File: src/rtl/kbc_pkg.sv
// Shared types and constants for the 8042-style PS/2 keyboard controller.
// No dependencies; compiled first.

package kbc_pkg;

  // Internal RAM: byte 0 is the configuration byte, held in a register.
  localparam int RAM_BYTES = 32;
  localparam int RAM_AW    = (RAM_BYTES > 1) ? $clog2(RAM_BYTES) : 1;
  localparam int IDX_W     = 5;
  localparam logic [IDX_W:0] RAM_LIMIT = (IDX_W + 1)'(RAM_BYTES);

  // Configuration byte bit positions.
  localparam int CFG_IRQ1     = 0;
  localparam int CFG_IRQ2     = 1;
  localparam int CFG_SYS      = 2;
  localparam int CFG_CLK1_DIS = 4;
  localparam int CFG_CLK2_DIS = 5;

  // Output port bit that drives the A20 gate.
  localparam int OPORT_A20 = 1;

  localparam logic [7:0] OPORT_RESET  = 8'h01;
  localparam logic [7:0] SELF_TEST_OK = 8'h55;
  localparam logic [7:0] PORT_TEST_OK = 8'h00;

  // Controller commands.
  localparam logic [7:0] CMD_DIS_PORT2  = 8'hA7;
  localparam logic [7:0] CMD_EN_PORT2   = 8'hA8;
  localparam logic [7:0] CMD_TEST_PORT2 = 8'hA9;
  localparam logic [7:0] CMD_SELF_TEST  = 8'hAA;
  localparam logic [7:0] CMD_TEST_PORT1 = 8'hAB;
  localparam logic [7:0] CMD_DIS_PORT1  = 8'hAD;
  localparam logic [7:0] CMD_EN_PORT1   = 8'hAE;
  localparam logic [7:0] CMD_WR_OPORT   = 8'hD1;
  localparam logic [7:0] CMD_WR_OUT1    = 8'hD2;
  localparam logic [7:0] CMD_WR_OUT2    = 8'hD3;
  localparam logic [7:0] CMD_WR_DEV2    = 8'hD4;

  typedef enum logic [2:0] {
    ACT_READ_DATA   = 3'd0,
    ACT_READ_STATUS = 3'd1,
    ACT_WRITE_DATA  = 3'd2,
    ACT_WRITE_CMD   = 3'd3,
    ACT_DEV1_BYTE   = 3'd4,
    ACT_DEV2_BYTE   = 3'd5
  } action_t;

  typedef enum logic [2:0] {
    PEND_NONE  = 3'd0,
    PEND_RAM   = 3'd1,
    PEND_OPORT = 3'd2,
    PEND_OUT1  = 3'd3,
    PEND_OUT2  = 3'd4,
    PEND_DEV2  = 3'd5
  } pend_t;

  typedef struct packed {
    logic [2:0] action;
    logic [7:0] write_byte;
  } req_t;

  typedef struct packed {
    logic [7:0] read_byte;
    logic       tx_first_valid;
    logic       tx_second_valid;
    logic [7:0] tx_byte;
    logic       irq_first;
    logic       irq_second;
    logic       reset_pulse;
    logic       a20_gate;
    logic       byte_dropped;
  } rsp_t;

endpackage

File: src/rtl/kbc_if.sv
// Valid/ready channel interfaces for the controller's request and response sides.
// Depends on kbc_pkg for the payload structs.

interface kbc_req_if import kbc_pkg::*; ();
  logic valid;
  logic ready;
  req_t payload;

  modport source (output valid, output payload, input ready);
  modport sink   (input valid, input payload, output ready);
endinterface

interface kbc_rsp_if import kbc_pkg::*; ();
  logic valid;
  logic ready;
  rsp_t payload;

  modport source (output valid, output payload, input ready);
  modport sink   (input valid, input payload, output ready);
endinterface

File: src/rtl/kbc_ram.sv
// Generic single-write, single-read synchronous RAM with a registered read port.
// No dependencies.

module kbc_ram #(
  parameter int WIDTH = 8,
  parameter int DEPTH = 32
) (
  input  logic                                      clk,
  input  logic                                      we,
  input  logic [((DEPTH > 1) ? $clog2(DEPTH) : 1)-1:0] waddr,
  input  logic [WIDTH-1:0]                          wdata,
  input  logic                                      re,
  input  logic [((DEPTH > 1) ? $clog2(DEPTH) : 1)-1:0] raddr,
  output logic [WIDTH-1:0]                          rdata
);

  logic [WIDTH-1:0] mem [DEPTH];

  always_ff @(posedge clk) begin
    if (we) begin
      mem[waddr] <= wdata;
    end
    // Read data holds until the next read.
    if (re) begin
      rdata <= mem[raddr];
    end
  end

endmodule

File: src/rtl/ps2_keyboard_controller_8042_core.sv
// Top level of the host side of an 8042-style PS/2 keyboard controller.
// Depends on kbc_pkg, the kbc_req_if / kbc_rsp_if interfaces and kbc_ram.
//
//   Channel   Role   Payload                                    Transaction when
//   -------   ----   ----------------------------------------   ---------------------
//   req       sink   action, write_byte                         req.valid & req.ready
//   rsp       source read_byte, tx flags, tx_byte, irqs,        rsp.valid & rsp.ready
//                    reset_pulse, a20_gate, byte_dropped
//   cfg       write  cfg_we, cfg_wdata (second_port_present)    cfg_we
//
// Each request transaction produces exactly one response transaction, from a response
// register. A new request is taken every cycle as long as the response register is
// empty or is being drained in the same cycle, so the sustained rate is one per cycle.
// Reset (rst, synchronous) clears all control state and the RAM valid bits at once;
// there is no clearing pass. A stalled response simply holds req.ready low, and so
// does reset.

module ps2_keyboard_controller_8042_core
  import kbc_pkg::*;
(
  input  logic      clk,
  input  logic      rst,
  kbc_req_if.sink   req,
  kbc_rsp_if.source rsp,
  input  logic      cfg_we,
  input  logic      cfg_wdata
);

  // Controller registers. The configuration byte (RAM byte 0) is read by status reads,
  // device bytes and many commands, so it is held in a register; bytes 1 and up live in the RAM.
  logic                 second_port_present;
  logic [7:0]           cfg_byte;
  logic [7:0]           out_buffer;
  logic                 out_full;
  logic                 out_from_second;
  logic                 last_was_command;
  pend_t                pend_kind;
  logic [IDX_W-1:0]     pend_index;
  logic [7:0]           output_port;
  logic [RAM_BYTES-1:0] ram_valid;

  // When a RAM read command answers, the buffer's value is the RAM read data that
  // arrives in the next cycle. buf_from_ram selects it; rd_hit says whether the entry
  // read was ever written (an unwritten entry reads as zero).
  logic                 buf_from_ram;
  logic                 rd_hit;

  logic [7:0]           cfg_byte_next;
  logic [7:0]           out_buffer_next;
  logic                 out_full_next;
  logic                 out_from_second_next;
  logic                 last_was_command_next;
  pend_t                pend_kind_next;
  logic [IDX_W-1:0]     pend_index_next;
  logic [7:0]           output_port_next;
  logic                 buf_from_ram_next;
  logic                 rd_hit_next;

  logic                 ram_we;
  logic [RAM_AW-1:0]    ram_waddr;
  logic [7:0]           ram_wdata;
  logic                 ram_re;
  logic [RAM_AW-1:0]    ram_raddr;
  logic [7:0]           ram_rdata;

  logic                 fire;
  logic [7:0]           cur_buffer;
  logic [7:0]           b;
  logic [IDX_W-1:0]     cmd_idx;
  rsp_t                 res;

  assign req.ready = !rst && (!rsp.valid || rsp.ready);
  assign fire      = req.valid && req.ready;
  assign b         = req.payload.write_byte;
  assign cmd_idx   = b[IDX_W-1:0];

  // Forward the RAM read data into the buffer view until something else overwrites it.
  assign cur_buffer = buf_from_ram ? (rd_hit ? ram_rdata : 8'h00) : out_buffer;

  kbc_ram #(
    .WIDTH (8),
    .DEPTH (RAM_BYTES)
  ) u_ram (
    .clk   (clk),
    .we    (ram_we),
    .waddr (ram_waddr),
    .wdata (ram_wdata),
    .re    (ram_re),
    .raddr (ram_raddr),
    .rdata (ram_rdata)
  );

  always_comb begin
    res                   = '0;
    cfg_byte_next         = cfg_byte;
    out_buffer_next       = out_buffer;
    out_full_next         = out_full;
    out_from_second_next  = out_from_second;
    last_was_command_next = last_was_command;
    pend_kind_next        = pend_kind;
    pend_index_next       = pend_index;
    output_port_next      = output_port;
    buf_from_ram_next     = buf_from_ram;
    rd_hit_next           = rd_hit;
    ram_we                = 1'b0;
    ram_waddr             = pend_index[RAM_AW-1:0];
    ram_wdata             = b;
    ram_re                = 1'b0;
    ram_raddr             = cmd_idx[RAM_AW-1:0];

    unique case (action_t'(req.payload.action))
      ACT_READ_DATA: begin
        res.read_byte = cur_buffer;
        out_full_next = 1'b0;
      end

      ACT_READ_STATUS: begin
        res.read_byte = {2'b00, out_full & out_from_second, 1'b0,
                         last_was_command, cfg_byte[CFG_SYS], 1'b0, out_full};
      end

      ACT_WRITE_DATA: begin
        last_was_command_next = 1'b0;
        pend_kind_next        = PEND_NONE;
        case (pend_kind)
          PEND_RAM: begin
            if (pend_index == '0) begin
              cfg_byte_next = b;
            end else if ({1'b0, pend_index} < RAM_LIMIT) begin
              ram_we = 1'b1;
            end
          end
          PEND_OPORT: begin
            output_port_next = b;
          end
          PEND_OUT1: begin
            out_buffer_next      = b;
            out_full_next        = 1'b1;
            out_from_second_next = 1'b0;
            buf_from_ram_next    = 1'b0;
            res.irq_first        = cfg_byte[CFG_IRQ1];
          end
          PEND_OUT2: begin
            out_buffer_next      = b;
            out_full_next        = 1'b1;
            out_from_second_next = 1'b1;
            buf_from_ram_next    = 1'b0;
            res.irq_second       = cfg_byte[CFG_IRQ2];
          end
          PEND_DEV2: begin
            res.tx_second_valid = 1'b1;
            res.tx_byte         = b;
          end
          default: begin
            // Nothing pending: the byte goes to the first device.
            res.tx_first_valid = 1'b1;
            res.tx_byte        = b;
          end
        endcase
      end

      ACT_WRITE_CMD: begin
        last_was_command_next = 1'b1;
        pend_kind_next        = PEND_NONE;
        unique case (b) inside
          [8'h20:8'h3F]: begin
            // RAM read: the answer overwrites the buffer and counts as first-port.
            out_full_next        = 1'b1;
            out_from_second_next = 1'b0;
            if (cmd_idx == '0) begin
              out_buffer_next   = cfg_byte;
              buf_from_ram_next = 1'b0;
            end else begin
              ram_re            = 1'b1;
              buf_from_ram_next = 1'b1;
              rd_hit_next       = ({1'b0, cmd_idx} < RAM_LIMIT)
                                  && ram_valid[cmd_idx[RAM_AW-1:0]];
            end
          end
          [8'h60:8'h7F]: begin
            pend_kind_next  = PEND_RAM;
            pend_index_next = cmd_idx;
          end
          [8'hF0:8'hFF]: begin
            res.reset_pulse = ~b[0];
          end
          CMD_DIS_PORT2: begin
            if (second_port_present) begin
              cfg_byte_next[CFG_CLK2_DIS] = 1'b1;
            end
          end
          CMD_EN_PORT2: begin
            if (second_port_present) begin
              cfg_byte_next[CFG_CLK2_DIS] = 1'b0;
            end
          end
          CMD_TEST_PORT2: begin
            if (second_port_present) begin
              out_buffer_next      = PORT_TEST_OK;
              out_full_next        = 1'b1;
              out_from_second_next = 1'b0;
              buf_from_ram_next    = 1'b0;
            end
          end
          CMD_SELF_TEST: begin
            out_buffer_next      = SELF_TEST_OK;
            out_full_next        = 1'b1;
            out_from_second_next = 1'b0;
            buf_from_ram_next    = 1'b0;
          end
          CMD_TEST_PORT1: begin
            out_buffer_next      = PORT_TEST_OK;
            out_full_next        = 1'b1;
            out_from_second_next = 1'b0;
            buf_from_ram_next    = 1'b0;
          end
          CMD_DIS_PORT1: begin
            cfg_byte_next[CFG_CLK1_DIS] = 1'b1;
          end
          CMD_EN_PORT1: begin
            cfg_byte_next[CFG_CLK1_DIS] = 1'b0;
          end
          CMD_WR_OPORT: begin
            pend_kind_next = PEND_OPORT;
          end
          CMD_WR_OUT1: begin
            pend_kind_next = PEND_OUT1;
          end
          CMD_WR_OUT2: begin
            if (second_port_present) begin
              pend_kind_next = PEND_OUT2;
            end
          end
          CMD_WR_DEV2: begin
            if (second_port_present) begin
              pend_kind_next = PEND_DEV2;
            end
          end
          default: begin
          end
        endcase
      end

      ACT_DEV1_BYTE: begin
        if (out_full || cfg_byte[CFG_CLK1_DIS]) begin
          res.byte_dropped = 1'b1;
        end else begin
          out_buffer_next      = b;
          out_full_next        = 1'b1;
          out_from_second_next = 1'b0;
          buf_from_ram_next    = 1'b0;
          res.irq_first        = cfg_byte[CFG_IRQ1];
        end
      end

      ACT_DEV2_BYTE: begin
        if (!second_port_present || out_full || cfg_byte[CFG_CLK2_DIS]) begin
          res.byte_dropped = 1'b1;
        end else begin
          out_buffer_next      = b;
          out_full_next        = 1'b1;
          out_from_second_next = 1'b1;
          buf_from_ram_next    = 1'b0;
          res.irq_second       = cfg_byte[CFG_IRQ2];
        end
      end

      default: begin
        // Unused action codes leave the state alone.
      end
    endcase

    res.a20_gate = output_port_next[OPORT_A20];

    // Only a transaction may touch the RAM.
    ram_we = ram_we && fire;
    ram_re = ram_re && fire;
  end

  always_ff @(posedge clk) begin
    if (rst) begin
      second_port_present <= 1'b1;
      cfg_byte            <= '0;
      out_buffer          <= '0;
      out_full            <= 1'b0;
      out_from_second     <= 1'b0;
      last_was_command    <= 1'b0;
      pend_kind           <= PEND_NONE;
      pend_index          <= '0;
      output_port         <= OPORT_RESET;
      ram_valid           <= '0;
      buf_from_ram        <= 1'b0;
      rd_hit              <= 1'b0;
      rsp.valid           <= 1'b0;
    end else begin
      if (cfg_we) begin
        second_port_present <= cfg_wdata;
      end
      if (fire) begin
        cfg_byte         <= cfg_byte_next;
        out_buffer       <= out_buffer_next;
        out_full         <= out_full_next;
        out_from_second  <= out_from_second_next;
        last_was_command <= last_was_command_next;
        pend_kind        <= pend_kind_next;
        pend_index       <= pend_index_next;
        output_port      <= output_port_next;
        buf_from_ram     <= buf_from_ram_next;
        rd_hit           <= rd_hit_next;
        rsp.valid        <= 1'b1;
      end else if (rsp.ready) begin
        rsp.valid <= 1'b0;
      end
      if (ram_we) begin
        ram_valid[pend_index[RAM_AW-1:0]] <= 1'b1;
      end
    end
  end

  // Response payload register; loaded on every request transaction.
  always_ff @(posedge clk) begin
    if (fire) begin
      rsp.payload <= res;
    end
  end

endmodule

File: src/flat_wrapper.sv
// flat-port wrapper written by rule: the top's interface ports become plain ports
module ps2_keyboard_controller_8042_core_flat import kbc_pkg::*;
  (clk, rst, cfg_we, cfg_wdata, req_valid, req_payload, req_ready, rsp_valid, rsp_payload, rsp_ready);
  kbc_req_if req_i ();
  kbc_rsp_if rsp_i ();
  input  logic clk;
  input  logic rst;
  input  logic cfg_we;
  input  logic cfg_wdata;
  input wire logic [$bits(req_i.valid)-1:0] req_valid;
  input wire logic [$bits(req_i.payload)-1:0] req_payload;
  output wire logic [$bits(req_i.ready)-1:0] req_ready;
  output wire logic [$bits(rsp_i.valid)-1:0] rsp_valid;
  output wire logic [$bits(rsp_i.payload)-1:0] rsp_payload;
  input wire logic [$bits(rsp_i.ready)-1:0] rsp_ready;
  assign req_i.valid = req_valid;
  assign req_i.payload = req_payload;
  assign req_ready = req_i.ready;
  assign rsp_valid = rsp_i.valid;
  assign rsp_payload = rsp_i.payload;
  assign rsp_i.ready = rsp_ready;
  ps2_keyboard_controller_8042_core u_core (.clk(clk), .rst(rst), .req(req_i), .rsp(rsp_i), .cfg_we(cfg_we), .cfg_wdata(cfg_wdata));
endmodule
File: config.mk
export PLATFORM = sky130hd
export DESIGN_NAME = ps2_keyboard_controller_8042_core_flat
export DESIGN_NICKNAME = d
export VERILOG_FILES = /design/src/rtl/kbc_pkg.sv /design/src/rtl/kbc_if.sv /design/src/rtl/kbc_ram.sv /design/src/rtl/ps2_keyboard_controller_8042_core.sv /design/src/flat_wrapper.sv
export SDC_FILE = /design/constraint.sdc
export NUM_CORES = 1
export LEC_CHECK = 0
export BUFFER_PORTS_ARGS = -buffer_cell sky130_fd_sc_hd__buf_2
export CAP_MARGIN = 20
export CELL_PAD_IN_SITES_DETAIL_PLACEMENT = 1
export CELL_PAD_IN_SITES_GLOBAL_PLACEMENT = 1
export CORE_MARGIN = 2
export CORE_UTILIZATION = 55
export DETAILED_ROUTE_END_ITERATION = 16
export PLACE_DENSITY = 0.8
export RECOVER_POWER = 25
export SETUP_SLACK_MARGIN = 0.2
export SYNTH_ARGS = -nofsm -noshare
export SYNTH_HDL_FRONTEND = slang
export SYNTH_SLANG_ARGS = --single-unit
File: constraint.sdc
create_clock -name clk -period 7.3 [get_ports clk]
set_input_delay 1.46 -clock clk [delete_from_list [all_inputs] [get_ports clk]]
set_output_delay 1.46 -clock clk [all_outputs]
set_load 0.02 [all_outputs]
==> run summary <==
Status -> finished with violations
Failing checks -> max-capacitance violations, max-slew violations
Final ANT Viol Nets -> 0
Drt pass-1 iters -> 7
DRT Wirelength -> 35,280 um
Layout cells sized above 1 -> 0.2300
Worst skew pair latency -> 530 ps
CP delay by family, top -> simple AND/OR/NAND/NOR gates
Setup-failing EPs final -> 0
Crit path max fanout -> 42
Rows -> 58
Hold_sp -> u_core.ram_valid[2]
Root buffer cell -> clkbuf_16
Worst Setup SP -> req_payload[5]
Most used DFF post-synth -> edfxtp_1
Hpwl dp -> 20,690 um
Clock slew at reported path FFs -> 70 ps
Setup TNS -> 0 ps
Async SR Flop Fraction -> 0
Synth Instances -> 865
Synthesized area -> 14,190 sq um
Final Cell Area -> 16,050 sq um
Number of synthesized flops with an enable pin -> 287
DRC -> 0
IR drop worst, VDD -> 0.2070 mV
Synth area leader -> edfxtp_1
Initial drt markers -> 838
Final period utilization -> 0.7084
CP startpoint kind -> primary input
Overall power -> 4.488 mW
Post-CTS setup buffer count -> 0
FMAX -> 0.1934 GHz
Area contributors post-synth -> edfxtp_1, mux4_2, dfxtp_1
First-pass GRT wire length -> 54,010 um
Worst r2r src -> u_core.pend_kind[0]
Sequential-to-total area share from yosys stat -> 0.6978
Kind of critical path -> in2reg
Minimum clock period -> 5171 ps
Hold crit path type -> reg2reg
GRT Total Usage -> 0.2745
CTS Buf Count -> 38
Via count -> 8,172
DIE HEIGHT -> 164.6 um
Overflow after GRT -> 0
CORE AREA -> 25,250 sq um
Max cap viols -> 5
Most frequent cell after synthesis -> edfxtp_1
Pwr dens -> 279.7 nW/um^2
Pin count of the biggest net entering global routing -> 76
Worst path cell trace -> buf_2 -> clkbuf_1 -> nor4bb_1 -> nand3_1 -> o2111ai_2 -> or2_2 -> mux2_2
Area Growth Syn to Fin -> 13.10%
H-Tree Depth -> 2
Clock skew -> 11.19 ps
Critical path arrival -> 5590 ps
Initial cell density of the core -> 0.5618
Avg Synthesized Cell Area -> 16.40 sq um
Io pins -> 42
CTS Sinks -> 351
Final Hold Viols -> 0
Top cells by count, synth -> edfxtp_1, nor2_1, mux4_2, dfxtp_1, a21oi_1
TritonCTS clock tree -> done
IO buf count -> 41
Post-CTS Resized -> 0
Antenna violations before repair -> 3
Unrepaired setup endpoints after global routing -> no
Antenna diodes -> 0
Slew HR -> -0.7842
Die X -> 164.6 um
Top-area cell type share of the netlist area -> 0.6075
Fin util -> 0.6354
Critical Path End Type -> register
Worst slew pin tran -> 2676 ps
Dpl cells -> 1,200
CTS Hold Bufs -> 0
P_leak -> 5.280 nW
Synth unique cells -> 58
DP Area -> 14,680 sq um
Vias in the first global route -> 8,580
Post-DR wirelength/cell -> 27.80 um
Syn. warnings -> 0
Area of the die -> 27,100 sq um
Final net count -> 927
Cell Count, Final, Fillers Out -> 1,269
Flops & latches, synth -> 351
Final slew viol count -> 198
Worst Path Buf+Inv -> 2
Longest Clk Path Bufs -> 3
Vias per cell -> 6.440
CP max stage delay -> 1500 ps
CP max stage cell -> clkbuf_1
Critical Path RT -> 7720 ps
Routability cong. -> 0.8607
[path summary, 6_finish.rpt]
check | depth (start not counted) | slack (ps) | endpoint
worst max-delay path | 7 | 2130 | u_core.out_buffer[4]
worst min register to register | 2 | 450 | u_core.ram_valid[2]
worst max register to register | 5 | 4040 | u_core.u_ram.mem[3][0]
worst min-delay path | 2 | 450 | u_core.ram_valid[2]
[cell type report]
type | instances | area, sq um
tap | 330 | 412.9
fill | 2221 | 9209
inverter | 11 | 41.29
timing repair buffer | 49 | 261.5
clock buffer | 43 | 991.0
clock inverter | 26 | 387.9
multi-input combinational | 459 | 4051
sequential | 351 | 9899
[layout by cell type, fill, tap and decap left out, types with 3 or more instances in the layout]
cell type,count
a31o_2,6
mux4_2,88
nor4_1,5
clkinv_1,5
buf_4,7
clkbuf_1,10
and2_1,13
a221oi_1,3
nand3_1,10
mux2i_1,16
conb_1,8
a21oi_1,55
nor4_2,4
a31oi_1,4
clkbuf_16,39
or2_2,6
buf_2,35
nand2_1,43
clkinv_2,7
o211ai_1,3
bufinv_16,9
nand3b_1,5
nor2b_1,16
inv_1,10
a211oi_1,4
o21ai_0,9
or3b_2,3
edfxtp_1,287
nand2b_1,5
nor2_1,96
or3_1,5
nor3_1,13
a22oi_1,9
dfxtp_1,64
[power by group]
group | switching, mW | internal, mW
Combinational | 0.130 | 0.0738
Sequential | 0.00509 | 2.18
Clock | 0.795 | 1.31
[worst min-delay path, stage by stage, from the launching register on]
cell and delay (ps):
dfxtp_1 310, inv_1 50, a21oi_1 50
[state kept, by name, summed over array words and instances (netlist names), 3 cells and up]
name,count
u_core.out_buffer,8
u_core.pend_index,5
u_core.u_ram.rdata,8
u_core.cfg_byte,8
u_core.pend_kind,3
u_core.u_ram.mem,256
u_core.ram_valid,32
u_core.rsp.payload,23
[logic make-up (layout without fill, tap and decap cells)]
group,count (synthesis),after routing,synth area share
buffers and inverters,62,129,0.01852
AND/OR/NAND/NOR,239,239,0.08422
XOR/XNOR,1,1,0.0006175
flip-flops,351,351,0.6978
other,1,8,0.0002643
multiplexers,106,106,0.1526
AO/OA/AOI/OAI,105,105,0.04604
[per-stage QoR]
stage                     hold WS (ps)  worst slack, ps
final                            454.1             2129
after CTS                        455.4             2852
after detailed placement         447.7             2357
after global placement           433.6             2603
after global routing             477.0             1732
after floorplan                  422.3             3534
[metal layers]
metal | GRT usage | wire length, um | up-vias
met4 | 0.1142 | 1421 | 6
met3 | 0.05324 | 2545 | 98
met1 | 0.3722 | 13890 | 4214
met5 | 0 | 36 | -
li1 | - | - | 3479
met2 | 0.4416 | 17390 | 375
Power figures use the tool's default switching activity.
